`config.mk`:
```
export PLATFORM = sky130hd
export DESIGN_NAME = bgtr_ctrl
export DESIGN_NICKNAME = d
export VERILOG_FILES = /design/src/design/bgtr_pkg.sv /design/src/design/bgtr_ctrl.sv
export SDC_FILE = /design/constraint.sdc
export NUM_CORES = 1
export LEC_CHECK = 0
export ABC_AREA = 0
export BUFFER_PORTS_ARGS = -buffer_cell sky130_fd_sc_hd__buf_2
export CAP_MARGIN = 0
export CORE_AREA = 2 2 39 41
export CTS_BUF_LIST = sky130_fd_sc_hd__clkbuf_8
export CTS_CLUSTER_SIZE = 10
export DETAILED_ROUTE_END_ITERATION = 10
export DIE_AREA = 0 0 41 43
export PLACE_DENSITY_LB_ADDON = 0.08
export SYNTH_ARGS = -nofsm -noshare
export SYNTH_HDL_FRONTEND = slang
export SYNTH_SLANG_ARGS = --single-unit
```
`constraint.sdc`:
```
create_clock -name clk -period 4.9 [get_ports clk]
set_clock_uncertainty 0.15 [all_clocks]
set_input_delay 0.245 -clock clk [delete_from_list [all_inputs] [get_ports clk]]
set_output_delay 0.245 -clock clk [all_outputs]
set_load 0.05 [all_outputs]
```
`src/design/bgtr_pkg.sv`:
```
// Shared constants, field layout and controller/datapath interface types for the glyph renderer.
package bgtr_pkg;

	localparam int GLYPH_HEIGHT = 8;
	localparam int GLYPH_COUNT  = 256;
	localparam int COORD_BITS   = 12;

	localparam int FONT_DEPTH = 2048;
	localparam int FONT_AW    = 11;
	localparam int ROW_W      = (GLYPH_HEIGHT > 1) ? $clog2(GLYPH_HEIGHT) : 1;
	localparam int PIX_W      = 24;
	localparam int FBW_W      = 13;
	localparam logic [FBW_W-1:0] FBW_RESET = FBW_W'(640);
	localparam logic [7:0] MSB_MASK = 8'b10000000;

	localparam int IN_TDATA_W  = 80;
	localparam int OUT_TDATA_W = 48;

	// Input tdata bit offsets
	localparam int OFF_FONT_INDEX = 0;
	localparam int OFF_FONT_BYTE  = 11;
	localparam int OFF_CHAR_CODE  = 19;
	localparam int OFF_NEW_STRING = 27;
	localparam int OFF_START_X    = 28;
	localparam int OFF_START_Y    = 40;
	localparam int OFF_RED        = 52;
	localparam int OFF_GREEN      = 60;
	localparam int OFF_BLUE       = 68;

	localparam logic KIND_FONT_WR = 1'b0;
	localparam logic KIND_DRAW    = 1'b1;

	typedef struct packed {
		logic             start;
		logic             font_wr;
		logic             rd_en;
		logic             scan;
		logic             load_row;
		logic             advance;
		logic [ROW_W-1:0] row;
		logic [2:0]       col;
	} ctrl_cmd_t;

	typedef struct packed {
		logic pix_set;
		logic slot_free;
	} dp_stat_t;

endpackage

```
`src/design/bgtr_ctrl.sv`:
```
// Sequencer for the glyph renderer: scan pass, row fetch and pixel walk.
module bgtr_ctrl (
	input  logic                clk,
	input  logic                arst_n,
	input  logic                s_tvalid,
	input  logic                s_tuser,
	output logic                s_tready,
	input  bgtr_pkg::dp_stat_t  stat,
	output bgtr_pkg::ctrl_cmd_t cmd
);

	typedef enum logic [5:0] {
		ST_IDLE     = 6'b000001,
		ST_SCAN     = 6'b000010,
		ST_SCAN_END = 6'b000100,
		ST_RD       = 6'b001000,
		ST_LD       = 6'b010000,
		ST_PIX      = 6'b100000
	} state_t;

	localparam logic [bgtr_pkg::ROW_W-1:0] LAST_ROW =
		bgtr_pkg::ROW_W'(bgtr_pkg::GLYPH_HEIGHT - 1);

	state_t                      state_q, state_d;
	logic [bgtr_pkg::ROW_W-1:0]  row_q, row_d;
	logic [2:0]                  col_q, col_d;

	always_comb begin
		state_d     = state_q;
		row_d       = row_q;
		col_d       = col_q;
		cmd         = '0;
		cmd.row     = row_q;
		cmd.col     = col_q;
		s_tready    = 1'b0;
		case (state_q)
			ST_IDLE: begin
				s_tready = 1'b1;
				if (s_tvalid) begin
					if (s_tuser == bgtr_pkg::KIND_DRAW) begin
						cmd.start = 1'b1;
						row_d     = '0;
						state_d   = ST_SCAN;
					end else begin
						cmd.font_wr = 1'b1;
					end
				end
			end
			ST_SCAN: begin
				cmd.rd_en = 1'b1;
				cmd.scan  = 1'b1;
				if (row_q == LAST_ROW) begin
					row_d   = '0;
					state_d = ST_SCAN_END;
				end else begin
					row_d = row_q + 1'b1;
				end
			end
			ST_SCAN_END: state_d = ST_RD;
			ST_RD: begin
				cmd.rd_en = 1'b1;
				state_d   = ST_LD;
			end
			ST_LD: begin
				cmd.load_row = 1'b1;
				col_d        = '0;
				state_d      = ST_PIX;
			end
			ST_PIX: begin
				if (!stat.pix_set || stat.slot_free) begin
					cmd.advance = 1'b1;
					col_d       = col_q + 1'b1;
					if (col_q == 3'd7) begin
						if (row_q == LAST_ROW) begin
							state_d = ST_IDLE;
						end else begin
							row_d   = row_q + 1'b1;
							state_d = ST_RD;
						end
					end
				end
			end
			default: state_d = ST_IDLE;
		endcase
	end

	always_ff @(posedge clk or negedge arst_n) begin
		if (!arst_n) begin
			state_q <= ST_IDLE;
			row_q   <= '0;
			col_q   <= '0;
		end else begin
			state_q <= state_d;
			row_q   <= row_d;
			col_q   <= col_d;
		end
	end

endmodule

```
Yosys cells after proc, flatten, opt, wreduce, memory -nomap -nowiden
Index checks and enable logic that the tools add are counted.
{"block": "classes", "add_sub_neg": 2, "bitwise_logic": 0, "order_cmp": 0, "n_eq_ne": 14, "shifts": 0, "n_reduce_logical": 8, "mux": 26, "mul": 0, "div_mod_pow": 0}
{"operator": "$pmux W6 S6", "n": 1}
{"operator": "$mux W6", "n": 5}
{"operator": "$mux W3", "n": 7}
{"operator": "$ne A2 B2 Y1 const B", "n": 6}
{"operator": "$pmux W3 S3", "n": 1}
{"operator": "$mux W1", "n": 8}
{"operator": "$add A3 B1 Y3 const B", "n": 2}
{"operator": "$eq A3 B3 Y1 const B", "n": 2}
{"operator": "$eq A6 B1 Y1 const B", "n": 1}
{"operator": "$eq A6 B2 Y1 const B", "n": 1}
{"operator": "$eq A6 B3 Y1 const B", "n": 1}
{"operator": "$eq A6 B4 Y1 const B", "n": 1}
{"operator": "$eq A6 B5 Y1 const B", "n": 1}
{"operator": "$eq A6 B6 Y1 const B", "n": 1}
{"operator": "$pmux W3 S2", "n": 1}
{"operator": "$reduce_and A6 Y1", "n": 1}
{"operator": "$reduce_and A5 Y1", "n": 1}
{"operator": "$mux W2", "n": 2}
{"operator": "$mux W4", "n": 1}
{"operator": "$reduce_bool A3 Y1", "n": 1}
{"operator": "$reduce_and A2 Y1", "n": 1}
{"operator": "$reduce_bool A2 Y1", "n": 1}
{"operator": "$reduce_or A2 Y1", "n": 1}
{"operator": "$logic_not A1 Y1", "n": 1}
{"operator": "$logic_or A1 B1 Y1", "n": 1}
{"block": "totals", "ramBits": 0, "word_cells": 53, "regBits": 12, "latch_bits": 0, "output_inout_bits": 13, "mem_count": 0, "inputBits": 6, "rom_bits": 0}

Longest topological paths before layout
{"block": "logic_depth", "depth_word": 5, "depth_mapped": 6, "mapped_depth_nobuf": 6}

Worst setup path before layout
No wires, ideal clock.
{"block": "synth_timing", "kind": "reg2out", "startpoint": "reg state_q[4]", "endpoint": "out cmd[10] (netlist bit)", "path_buffers": 0, "stages_incl_launch_ff": 5, "t_required_ps": 4505, "setup_slack_ps": 2182, "arrival_ps": 2323, "path_cell_list": "dfrtp_1 > or4_4 > nor3b_4 > nand2_1 > nor2_1"}
{"element": "from (decl)", "line": "bgtr_ctrl.sv:24", "text": "state_t state_q, state_d;"}
{"element": "from (signal assigned)", "line": "bgtr_ctrl.sv:93", "text": "state_q <= state_d;"}
{"element": "to (decl)", "line": "bgtr_ctrl.sv:9", "text": "output bgtr_pkg::ctrl_cmd_t cmd"}

==> key figures <==
Die
  • CORE AREA: 1384 µm²
  • Initial Util: 52.98%
  • Die H: 43 µm
  • FP Rows: 14
  • DIE WIDTH: 41 µm
  • I/O pin count: 19
  • Die area: 1763 µm²

Synthesis
  • Sequential share of the synthesized area: 41.13%
  • Post-synth top area share: 37.54%
  • Cell taking the most area after synthesis: dfrtp_1
  • Synth Instances: 77
  • Mapped Area: 733.2 µm²
  • Largest cells by area after synthesis: dfrtp_1 38%, ha_1 6.8%, o21ai_0 5.5%
  • Synth Register Bits: 12
  • Yosys Warn Count: 0
  • Syn nets: 87
  • Distinct cells, synth: 30
  • Avg Cell Area, Syn: 9.522 µm²

Clock network
  • Clock Tree Root: clkbuf_8
  • Clock sink count: 12
  • Post-CTS Resized: 0
  • Clock transition at path regs: 0.05 ns
  • Clk buf depth: 2
  • CTS tree: built
  • H-Tree Level Count: 1
  • Post-CTS setup buffer count: 0
  • Hold-fix buffers, CTS: 1
  • Num CTS Buffers: 3
  • Worst-Skew Late Latency: 0.24 ns

Detailed routing
  • WL per Instance: 12.68 µm
  • Routed wire length: 1458 µm
  • Vias after detailed routing: 625
  • Drt via density: 5.435
  • Routed Antenna Nets: 0
  • DRC: 0
  • TritonRoute pass-1 iters: 4
  • Initial detailed-routing violation count: 6

Setup path
  • CP Data Arrival Time: 2.03 ns
  • Worst path bufs/invs: 1
  • Crit path max-delay family: simple AND/OR/NAND/NOR gates
  • CP Launch Type: flop
  • Worst R2R Setup Slack: 2.95 ns
  • WP data required: 4.51 ns
  • Setup crit end kind: primary output
  • Max stage delay cell, worst path: or4_4
  • Crit Path Class: reg2out
  • Worst r2r path cells: 4
  • Levels on crit path: 4
  • CP Cell Sequence: or4_4 -> nor3b_4 -> and3_2 -> buf_2
  • CP Max Fanout: 6
  • Highest cell delay on the worst timing path: 0.61 ns

GRT
  • Initial antenna violation count: 0
  • Vias in the first global route: 572
  • First-pass GRT wire length: 2401 µm
  • GRT Total Usage: 20.25%
  • Largest net degree at the start of global routing: 13
  • Total grt overflow: 0

STA
  • Post-Route Setup TNS: 0 ns
  • RSZ-0062 raised after global routing: no
  • Worst rel slew slack: 69.60%
  • FMAX: 411.5 MHz
  • Pins over their slew limit: 0
  • Worst Tran Pin Value: 0.4550 ns
  • Hold Fails Final Rpt: 0
  • Final setup fails: 0
  • Fin crit period: 2.430 ns
  • Final Cycle Share: 49.59%

Place
  • Dpl cells: 110
  • Post-DP HPWL: 1088 µm
  • Number of port buffers: 18
  • Placer congestion estimate: 0.6992

Finish
  • Commonest non-fill, non-tap cell in the layout: buf_2
  • Most frequent cells in the layout: 18 x buf_2, 11 x dfrtp_1, 10 x inv_1
  • Final nets: 110
  • Fin util: 65.10%
  • Non-filler cells, final: 115
  • Synth-to-layout area growth: 22.87%
  • Ant. Diodes: 0
  • Share of layout cells above drive strength 1: 30.30%

Min path
  • Worst min path class: in2reg
  • Hold depth: 3

Pwr
  • Pleak: 0.4838 nW
  • PD cells: 287.4 nW/µm²
  • Peak supply drop: 0.1829 mV

Flow run
  • Max Cap Viol: 0

Run status
  • Status: finished clean
state kept, by name, indices dropped and copies added, names as in the netlist:
register and count:
col_q 3, state_q 6, row_q 3
Yosys cell counts:
cell and number:
dfrtp_1 11, inv_1 10, o21ai_0 8, nand2_1 5
nand3_1 5, ha_1 4, nor2_1 4, mux2i_1 3
nor3_1 3, and2_1 2, nand2b_1 2, or2_2 2
a2111oi_0 1, a2bb2oi_1 1, and3_2 1, and4_1 1
and4b_1 1, buf_4 1, dfstp_2 1, nand3b_1 1
nand4b_1 1, nand4bb_1 1, nor2_2 1, nor2b_1 1
nor3b_1 1, nor3b_4 1, o311ai_0 1, o311ai_2 1
or4_4 1, xnor2_1 1
where the power goes:
part | switching (mW) | internal [mW] | leakage (nW) | total [mW]
sequential | 0.00324 | 0.102 | 0.163 | 0.106
combinational | 0.0293 | 0.0154 | 0.292 | 0.0447
clock | 0.0374 | 0.0711 | 0.0288 | 0.108
area by class of cell:
cell class | instances | area [µm²]
timing repair buffer | 19 | 100.1
sequential | 12 | 301.5
tap | 16 | 20.02
clock buffer | 4 | 55.05
inverter | 10 | 37.54
multi-input combinational | 54 | 386.6
fill | 127 | 483.0
routing by layer:
| layer | up-vias | GRT usage, % | part of all wire, % |
|---|---|---|---|
| met5 | - | 0 | 0 |
| met4 | 0 | 12.00 | 2.1 |
| met3 | 4 | 3.141 | 2.9 |
| met2 | 10 | 28.75 | 46 |
| met1 | 294 | 27.99 | 49 |
| li1 | 317 | - | - |
worst reg2reg max path, delay by kind of cell, from the launching register on:
family          cells  cell delay, ns
flops               1            0.42
compound gates      1            0.19
mux                 1            0.17
simple gates        2            0.89
worst paths after layout:
check	to	startpoint
max	cmd[11]	state_q[4]$_DFFE_PN0P_
min	state_q[0]$_DFFE_PN1P_	s_tuser
max reg2reg	row_q[0]$_DFFE_PN0P_	state_q[4]$_DFFE_PN0P_
min reg2reg	col_q[0]$_DFFE_PN0P_	col_q[0]$_DFFE_PN0P_
max in group asynchronous	state_q[0]$_DFFE_PN1P_	arst_n
min in group asynchronous	state_q[3]$_DFFE_PN0P_	arst_n
logic make-up after synthesis:
kind of cell | Yosys count | share of synthesized area (%)
AOI/OAI and AO/OA | 12 | 11.26
xor gates and xnor gates | 1 | 1.195
adders and majority gates | 4 | 6.826
buffers and inverters | 11 | 6.144
DFF | 12 | 41.13
muxes | 3 | 4.096
and+or+nand+nor | 34 | 29.35
stage by stage:
stage / instance area [µm²] / total power [mW] / setup WS [ns] / hold WS [ns]
floorplan: 733.2 / 0.1406 / 2.182 / -0.2006
global placement: 835.8 / 0.1515 / 2.786 / -0.009282
detailed placement: 835.8 / 0.1515 / 2.754 / -0.01170
CTS: 900.9 / 0.2617 / 2.478 / 0.1830
global route: 900.9 / 0.2682 / 2.388 / 0.2328
finish: 900.9 / 0.2589 / 2.470 / 0.1877
(Power assumes the default switching activity.)
